**config.mk**
```make
export PLATFORM = sky130hd
export DESIGN_NAME = plane_zoom_order_scheduler_core
export DESIGN_NICKNAME = d
export VERILOG_FILES = /design/src/rtl/pzos_pkg.sv /design/src/rtl/pzos_select.sv /design/src/rtl/plane_zoom_order_scheduler_core.sv
export SDC_FILE = /design/constraint.sdc
export NUM_CORES = 1
export LEC_CHECK = 0
export BUFFER_PORTS_ARGS = -buffer_cell sky130_fd_sc_hd__buf_2
export CORE_UTILIZATION = 60
export DETAILED_ROUTE_END_ITERATION = 8
export GPL_TIMING_DRIVEN = 0
export HOLD_SLACK_MARGIN = 0.12
export PLACE_DENSITY_LB_ADDON = 0.08
export SLEW_MARGIN = 10
export SYNTH_ARGS = -nofsm -noshare
export SYNTH_HDL_FRONTEND = slang
export SYNTH_HIERARCHICAL = 1
export SYNTH_SLANG_ARGS = --single-unit
```
**constraint.sdc**
```tcl
create_clock -name clk -period 27.4 [get_ports clk]
set_clock_uncertainty 0.2 [all_clocks]
set_input_delay 0 -clock clk [delete_from_list [all_inputs] [get_ports clk]]
set_output_delay 0 -clock clk [all_outputs]
set_load 0.05 [all_outputs]
```
**src/rtl/pzos_pkg.sv**
```systemverilog
`timescale 1ns / 1ps

package pzos_pkg;

    // Fixed field widths.
    localparam int PLANE_W = 3;
    localparam int ZOOM_W  = 6;
    localparam int LEVEL_W = 7;
    localparam int COUNT_W = 9;
    localparam int LAG_W   = 3;
    localparam int CFG_IDX_W  = 2;
    localparam int CFG_DATA_W = 6;

    localparam int DEFAULT_MAX_PLANES = 5;

    // Configuration register indexes.
    localparam logic [CFG_IDX_W-1:0] REG_NUM_PLANES = 2'd0;
    localparam logic [CFG_IDX_W-1:0] REG_BEGIN_ZOOM = 2'd1;
    localparam logic [CFG_IDX_W-1:0] REG_END_ZOOM   = 2'd2;
    localparam logic [CFG_IDX_W-1:0] REG_LUMA_FLAT  = 2'd3;

    // Reset values of the configuration registers.
    localparam logic [PLANE_W-1:0] NUM_PLANES_RST = 3'd3;
    localparam logic [ZOOM_W-1:0]  BEGIN_ZOOM_RST = 6'd0;
    localparam logic [ZOOM_W-1:0]  END_ZOOM_RST   = 6'd0;

    // Outcome of the plane selection.
    typedef struct packed {
        logic               found;
        logic [PLANE_W-1:0] plane;
    } sel_t;

    // Allowed lag of a plane behind the priority plane.
    function automatic logic [LAG_W-1:0] lag_of(input logic [PLANE_W-1:0] p,
                                                input logic flat);
        logic [LAG_W-1:0] lag;
        lag = '0;
        case (p)
            3'd1:    lag = flat ? 3'd0 : 3'd2;
            3'd2:    lag = flat ? 3'd1 : 3'd4;
            default: lag = '0;
        endcase
        return lag;
    endfunction

endpackage

```
**src/rtl/pzos_select.sv**
```systemverilog
`timescale 1ns / 1ps

// Picks the plane for the next entry: the last plane that lags the priority
// plane too far, else the priority plane, then skips finished planes with wrap.
module pzos_select #(
    parameter int MAX_PLANES = pzos_pkg::DEFAULT_MAX_PLANES
) (
    input  logic [pzos_pkg::LEVEL_W-1:0] levels [MAX_PLANES],
    input  logic [pzos_pkg::PLANE_W-1:0] np,
    input  logic [pzos_pkg::ZOOM_W-1:0]  end_zoom,
    input  logic                         luma_flat,
    output pzos_pkg::sel_t               sel
);

    localparam int PIDX_W = (MAX_PLANES > 1) ? $clog2(MAX_PLANES) : 1;

    logic [pzos_pkg::PLANE_W-1:0] hp;
    logic [pzos_pkg::PLANE_W-1:0] pick;
    logic [pzos_pkg::LEVEL_W:0]   hp_limit;
    logic [pzos_pkg::PLANE_W:0]   idx;
    logic [pzos_pkg::PLANE_W-1:0] cand;

    always_comb
    begin
        hp = '0;
        if (np >= 3'd4)
        begin
            hp = 3'd3;
        end
        if (np >= 3'd5)
        begin
            hp = 3'd4;
        end

        pick     = hp;
        hp_limit = '0;
        for (int p = 0; p < MAX_PLANES; p++)
        begin
            hp_limit = {1'b0, levels[hp[PIDX_W-1:0]]}
                     + (pzos_pkg::LEVEL_W + 1)'(pzos_pkg::lag_of(
                           pzos_pkg::PLANE_W'(p), luma_flat));
            if ((pzos_pkg::PLANE_W'(p) < np) &&
                ({1'b0, levels[p]} > hp_limit))
            begin
                pick = pzos_pkg::PLANE_W'(p);
            end
        end

        // Walk from the highest offset down so the nearest unfinished plane wins.
        sel  = '0;
        idx  = '0;
        cand = '0;
        for (int k = MAX_PLANES - 1; k >= 0; k--)
        begin
            idx = {1'b0, pick} + (pzos_pkg::PLANE_W + 1)'(k);
            if (idx >= {1'b0, np})
            begin
                idx = idx - {1'b0, np};
            end
            cand = idx[pzos_pkg::PLANE_W-1:0];
            if ((pzos_pkg::PLANE_W'(k) < np) &&
                (levels[cand[PIDX_W-1:0]] > {1'b0, end_zoom}))
            begin
                sel.found = 1'b1;
                sel.plane = cand;
            end
        end
    end

endmodule

```
**src/rtl/plane_zoom_order_scheduler_core.sv**
```systemverilog
`timescale 1ns / 1ps

// Interlaced coding order scheduler. Every transfer on the input channel
// (in_valid/in_stall, payload restart) yields exactly one transfer on the
// output channel (out_valid/out_stall, payload plane, zoom, last, past_end),
// in order. A restart item reloads every plane level with begin_zoom plus
// one and returns the first entry of the sequence; other items return the
// next entry, or past_end when the sequence is exhausted.
// An item taken is registered in the input register; its entry is computed
// from the level counters and lands in the result register once it frees
// up. Throughput is one item per cycle while the receiver does not stall,
// set by the single select-and-decrement path over the MAX_PLANES level counters.
// When the receiver stalls, the result register holds its transfer; the
// input register still fills, and in_stall rises only while both are full.
// The configuration registers (num_planes, begin_zoom, end_zoom, luma_flat)
// are written through cfg_wr_en/cfg_index/cfg_data and should only change
// while the block is idle. Reset clears both channels, loads the register
// defaults and sets every plane level to one with no entries given.
module plane_zoom_order_scheduler_core #(
    parameter int MAX_PLANES = pzos_pkg::DEFAULT_MAX_PLANES
) (
    input  logic                            clk,
    input  logic                            rst_n,
    input  logic                            cfg_wr_en,
    input  logic [pzos_pkg::CFG_IDX_W-1:0]  cfg_index,
    input  logic [pzos_pkg::CFG_DATA_W-1:0] cfg_data,
    input  logic                            in_valid,
    output logic                            in_stall,
    input  logic                            restart,
    output logic                            out_valid,
    input  logic                            out_stall,
    output logic [pzos_pkg::PLANE_W-1:0]    plane,
    output logic [pzos_pkg::ZOOM_W-1:0]     zoom,
    output logic                            last,
    output logic                            past_end
);

    localparam logic [pzos_pkg::PLANE_W-1:0] MAX_NP = pzos_pkg::PLANE_W'(MAX_PLANES);

    // Configuration registers.
    logic [pzos_pkg::PLANE_W-1:0] num_planes_reg;
    logic [pzos_pkg::ZOOM_W-1:0]  begin_zoom_reg;
    logic [pzos_pkg::ZOOM_W-1:0]  end_zoom_reg;
    logic                         luma_flat_reg;

    // Sequence state.
    logic [pzos_pkg::LEVEL_W-1:0] level_reg [MAX_PLANES];
    logic [pzos_pkg::LEVEL_W-1:0] level_next [MAX_PLANES];
    logic [pzos_pkg::COUNT_W-1:0] given_reg;
    logic [pzos_pkg::COUNT_W-1:0] given_next;

    // Input register and result register.
    logic                         in_valid_reg;
    logic                         restart_reg;
    logic                         out_valid_reg;
    logic [pzos_pkg::PLANE_W-1:0] plane_reg;
    logic [pzos_pkg::ZOOM_W-1:0]  zoom_reg;
    logic                         last_reg;
    logic                         past_end_reg;

    logic                         advance;
    logic                         fire;
    logic [pzos_pkg::PLANE_W-1:0] np;
    logic [pzos_pkg::LEVEL_W-1:0] start_level;
    logic [pzos_pkg::LEVEL_W-1:0] eff_level [MAX_PLANES];
    logic [pzos_pkg::COUNT_W-1:0] eff_given;
    logic [pzos_pkg::COUNT_W-1:0] total;
    logic [pzos_pkg::COUNT_W-1:0] given_inc;
    logic [pzos_pkg::LEVEL_W-1:0] new_level;
    logic                         exhausted;
    pzos_pkg::sel_t               sel;

    // The result register frees up when it is empty or being taken.
    assign advance  = !out_valid_reg || !out_stall;
    assign fire     = in_valid_reg && advance;
    assign in_stall = in_valid_reg && !advance;

    always_comb
    begin
        np = num_planes_reg;
        if (np == '0)
        begin
            np = 3'd1;
        end
        if (np > MAX_NP)
        begin
            np = MAX_NP;
        end
    end

    assign start_level = pzos_pkg::LEVEL_W'({1'b0, begin_zoom_reg} + 7'd1);

    // A restart item works on freshly loaded levels.
    always_comb
    begin
        for (int p = 0; p < MAX_PLANES; p++)
        begin
            eff_level[p] = restart_reg ? start_level : level_reg[p];
        end
    end
    assign eff_given = restart_reg ? '0 : given_reg;

    // Sequence length is the plane count times the number of zoom levels; zero when end_zoom lies above begin_zoom.
    always_comb
    begin
        total = '0;
        if (end_zoom_reg <= begin_zoom_reg)
        begin
            total = pzos_pkg::COUNT_W'(np)
                  * pzos_pkg::COUNT_W'({1'b0, begin_zoom_reg - end_zoom_reg} + 7'd1);
        end
    end

    pzos_select #(
        .MAX_PLANES(MAX_PLANES)
    ) u_select (
        .levels    (eff_level),
        .np        (np),
        .end_zoom  (end_zoom_reg),
        .luma_flat (luma_flat_reg),
        .sel       (sel)
    );

    assign exhausted = (eff_given >= total) || !sel.found;
    assign given_inc = eff_given + 9'd1;
    assign new_level = eff_level[sel.plane] - 7'd1;

    always_comb
    begin
        for (int p = 0; p < MAX_PLANES; p++)
        begin
            level_next[p] = level_reg[p];
            if (fire)
            begin
                level_next[p] = eff_level[p];
                if (!exhausted && (sel.plane == pzos_pkg::PLANE_W'(p)))
                begin
                    level_next[p] = new_level;
                end
            end
        end
        given_next = given_reg;
        if (fire)
        begin
            given_next = exhausted ? eff_given : given_inc;
        end
    end

    always_ff @(posedge clk or negedge rst_n)
    begin
        if (!rst_n)
        begin
            num_planes_reg <= pzos_pkg::NUM_PLANES_RST;
            begin_zoom_reg <= pzos_pkg::BEGIN_ZOOM_RST;
            end_zoom_reg   <= pzos_pkg::END_ZOOM_RST;
            luma_flat_reg  <= 1'b0;
        end
        else if (cfg_wr_en)
        begin
            unique case (cfg_index)
                pzos_pkg::REG_NUM_PLANES: num_planes_reg <= cfg_data[pzos_pkg::PLANE_W-1:0];
                pzos_pkg::REG_BEGIN_ZOOM: begin_zoom_reg <= cfg_data;
                pzos_pkg::REG_END_ZOOM:   end_zoom_reg   <= cfg_data;
                pzos_pkg::REG_LUMA_FLAT:  luma_flat_reg  <= cfg_data[0];
                default:                  ;
            endcase
        end
    end

    always_ff @(posedge clk or negedge rst_n)
    begin
        if (!rst_n)
        begin
            for (int p = 0; p < MAX_PLANES; p++)
            begin
                level_reg[p] <= 7'd1;
            end
            given_reg     <= '0;
            in_valid_reg  <= 1'b0;
            out_valid_reg <= 1'b0;
        end
        else
        begin
            level_reg <= level_next;
            given_reg <= given_next;
            if (!in_stall)
            begin
                in_valid_reg <= in_valid;
            end
            if (advance)
            begin
                out_valid_reg <= in_valid_reg;
            end
        end
    end

    // Payload registers carry no reset.
    always_ff @(posedge clk)
    begin
        if (in_valid && !in_stall)
        begin
            restart_reg <= restart;
        end
        if (fire)
        begin
            plane_reg    <= exhausted ? '0 : sel.plane;
            zoom_reg     <= exhausted ? '0 : new_level[pzos_pkg::ZOOM_W-1:0];
            last_reg     <= !exhausted && (given_inc == total);
            past_end_reg <= exhausted;
        end
    end

    assign out_valid = out_valid_reg;
    assign plane     = plane_reg;
    assign zoom      = zoom_reg;
    assign last      = last_reg;
    assign past_end  = past_end_reg;

endmodule

```
[Yosys cells after proc, flatten, opt, wreduce, memory -nomap -nowiden]
Cells that the tools add are included.
Storage, ports and cells
  register bits: 74
  input port bits: 14
  output and inout bits: 13
Operators by class
  $add $sub $neg: 16
  multiply operators: 1
  order comparisons: 32
  equality and inequality tests: 8
  muxes and demuxes: 55
  bitwise gates (word level): 7
  reduce and logical (&&, ||, !) cells: 34
Operator list (count)
  $mux 7: 24
  $bmux 7 s3: 7
  $mux 3: 14
  $gt 7x6->1: 5
  $ge 4x4->1 const B: 7
  $not 3->4: 7
  $mux 9: 3
  $gt 7x7->1: 3
  $mux 4: 5
  $logic_and 1x1->1: 19
  $add 7x3->8: 2
  $ge 4x3->1: 4
  $gt 7x8->1: 2
  $sub 3x3->3: 5
  $add 6x1->7 const B: 2
  $add 9x1->9 const B: 1
  $eq 9x9->1: 1
  $ge 9x9->1: 1
  $mul 3x7->9: 1
  $add 3x2->4 const B: 2
  $reduce_and 2->1: 4
  $sub 7x1->7 const B: 1
  $eq 3x2->1 const B: 2
  $ge 3x3->1 const B: 2
  18 further kinds: 29

[Longest topological paths before layout]
  depth in word-level cells: 38
  gate-level depth with buffers: 55
  depth with buffers taken out: 50

[By module]
The synthesis kept the hierarchy.
Modules (own cells, without submodules)
  plane_zoom_order_scheduler_core: times used 1, cells an instance 619, area each 5545.3 µm²
  pzos_select: times used 1, cells an instance 600, area each 4647.0 µm²

[Least setup slack after synthesis]
Ideal clock, no wire load.
  path type: reg-to-reg
  start: reg num_planes_reg[2] (netlist bit)
  end: reg level_reg[13] (netlist bit)
  setup time: 0.082 ns
  data arrival time: 11.605 ns
  required time: 27.118 ns
  slack: 15.513 ns
  stages on the path, launching flop included: 54
  path buffers: 7
  clock period less this slack: 11.887 ns
  cell sequence: dfrtp_1 -> clkbuf_1 -> nor2b_1 -> clkbuf_1 -> o21bai_1 -> buf_2 -> o21a_1 -> or2_2 -> a21o_1 -> ha_1 -> ha_1 -> o21ai_0 -> a31o_2 -> nor2_1 -> xnor2_1 -> ha_1 -> and4_1 -> a41o_1 -> (+18 left out) -> o21a_1 -> o21a_1 -> o21a_1 -> o221ai_1 -> o41ai_1 -> a31oi_2 -> nor2_1 -> a311o_1 -> a22oi_1 -> buf_2 -> clkbuf_1 -> nor2_1 -> a221oi_1 -> a22oi_1 -> ha_1 -> and4_1 -> or3b_1 -> a22oi_2
RTL lines
  start, declared: line plane_zoom_order_scheduler_core.sv:41  | logic [pzos_pkg::PLANE_W-1:0] num_planes_reg;
  start signal, assigned: line plane_zoom_order_scheduler_core.sv:153  | num_planes_reg <= pzos_pkg::NUM_PLANES_RST;
  start signal, assigned: line plane_zoom_order_scheduler_core.sv:161  | pzos_pkg::REG_NUM_PLANES: num_planes_reg <= cfg_data[pzos_pkg::PLANE_W-1:0];
  end signal, assigned: line plane_zoom_order_scheduler_core.sv:184  | level_reg <= level_next;
  end, declared: line plane_zoom_order_scheduler_core.sv:47  | logic [pzos_pkg::LEVEL_W-1:0] level_reg [MAX_PLANES];

==> metrics <==
status completed; clock sink total 74; 1st-pass router iterations 6; die width 132.3 um; Antenna Cells 0; GR met2 Demand/Resource about 57%; GPL Wtd Cong ~1; Worst Path Max Fanout 21; design area 11120 sq um; port bufs 26; Max-slew headroom 12.66%; Post-Syn Nets about 1400; layout cells sized above 1 11.69%; final-report hold violation count 0; hold_buf cts 18; Antenna Nets Post-Route 0; Area Overhead vs Synth 9.072%; GRT Residual Overflow 0; most used routing layer met2; Yosys top cell area share 13.75%; DP HPWL 24730 um; Main synth FF type dfrtp_1; sequential fraction of the synthesis area about a fifth; most frequent cells in the layout 112 x nand2_1, 112 x ha_1, 91 x inv_1, 83 x o21ai_0, 71 x nor2_1; setup bufs post-CTS 0; cell row count 47; Fmax 0.06432 GHz; FF+latch count, synth 74; synthesized cell area 10190 sq um; Final Util approximately two thirds; largest net degree at the start of global routing 63; clock root buffer clkbuf_16; final period utilization 56.74%; worst hold margin 114.8 ps; Reg-to-Reg Start num_planes_reg[2]; die footprint 17510 sq um; worst setup path startpoint num_planes_reg[2]; Max Slew Vio Count 0; Clock Pin Slew Worst Setup and Hold Paths 70 ps; Critical Path RT 27440 ps; crit path launch type flip-flop; Hold WC Path Type primary input to asynchronous set/reset pin; CTS tree built; per-cell routed wire length between 20 and 25 um; final setup TNS 0 ps; asr flop ratio synth 83.78%; first-pass GRT wire length approximately 52000 um; cell with the most instances on the worst path ha_1; yosys warns 6; PostCTS Resize Cnt 0; Post-Route WL 32940 um; EDFF count, synth 12; vias per cell 6.804; worst reg-to-reg setup slack 11850 ps; Period minus WS final 15550 ps; kind of critical path flip-flop to flip-flop; CP max-delay cell clkbuf_1; max reg flops 35; met3 Resource Use GR approximately 8.9%; Synth area leaders ha_1 14%, dfrtp_1 14%, o21ai_0 4.6%; total core area 16580 sq um; Cells after Synth 1219; Setup Viol. Count Final 0; clock buffer depth 2; GR met1 Demand/Resource between 50 and 60%; Yosys top cell by area ha_1; DRT iter0 DRCs 1271; Clk Latency, worst-skew pair 350 ps; DRC 0; Setup crit end kind flip-flop; RSZ-0062 raised after global routing false; dpl cell area ~11000 sq um; library cells used by synthesis 95; vias in the first global route between 9000 and 10000; Initial Util 61.46%; Nets 1416; syn_area_per_cell 8.361 sq um; Vias 10230; max-cap viol count 0; delay-heaviest family, CP compound AO/OA/AOI/OAI gates; IO Pins 27; measured slew at the worst slew-check pin 1296 ps; GRT Total Usage 38.08%; crit-path max cell delay approximately 860 ps; CP bufs+invs 7; CTS buffer count 9; die height 132.3 um; CTS H-tree depth 3; Critical Path AT 15580 ps; initial antenna violation count 0
==> cell type report <==
class	instances	area, sq um
Buffer	48	203.9
Multi-Input combinational cell	1000	7704
Timing Repair Buffer	48	346.6
Clock inverter	7	77.57
Tap cell	220	275.3
Fill cell	1423	5466
Clock buffer	9	225.2
Sequential cell	74	1921
Inverter	97	364.1
==> cells in the mapped netlist, types with 8 or more instances <==
cell and n:
o211ai_1 18, and2_1 12, xor2_1 13, nor3_1 15
nand2_1 112, nand3_1 40, mux2i_1 40, a31oi_1 14
dfrtp_1 55, o21a_1 27, nand3b_1 10, a21o_1 14
o21ai_0 93, nor2b_1 24, edfxtp_1 12, and3_1 8
a22oi_1 10, ha_1 112, nand2b_1 15, nor2_1 71
a21oi_1 65, mux4_2 13, nand4_1 12, a22o_1 14
mux2_2 35, inv_1 91, xnor2_1 28, fa_1 12
a211oi_1 19, clkbuf_1 34
==> logic make-up after synthesis <==
logic type	after synthesis	synth area share, %
compound gates	380	26.12
xor+xnor	41	3.523
fa+ha+maj	124	16.11
buf+inv	145	5.573
flops	74	18.84
mux	94	11.86
simple gates	361	17.97
==> metal layers <==
layer	vias to the layer above	part of all wire [%]
li1	4681	-
met5	-	0
met1	4834	43
met4	0	2.8
met3	76	11
met2	635	43
==> path summary, 6_finish.rpt <==
kind	end	cells past startpoint
max	level_reg[30]	52
min	out_valid	2
max reg2reg	level_reg[30]	52
min reg2reg	given_reg[8]	2
max in group asynchronous	end_zoom_reg[0]	2
min in group clk	restart_reg	2
==> per-stage QoR <==
step / setup slack (ps) / std cells
3_5_place_dp: 12320 / 1469
6_report: 11850 / 1503
3_3_place_gp: 12420 / 1465
4_1_cts: 12240 / 1503
2_1_floorplan: 15510 / 1219
5_1_grt: 10830 / 1503
Power is left out: the tool's default activity adds up to more than one toggle a clock period on the data nets, which glitch-free logic cannot reach.
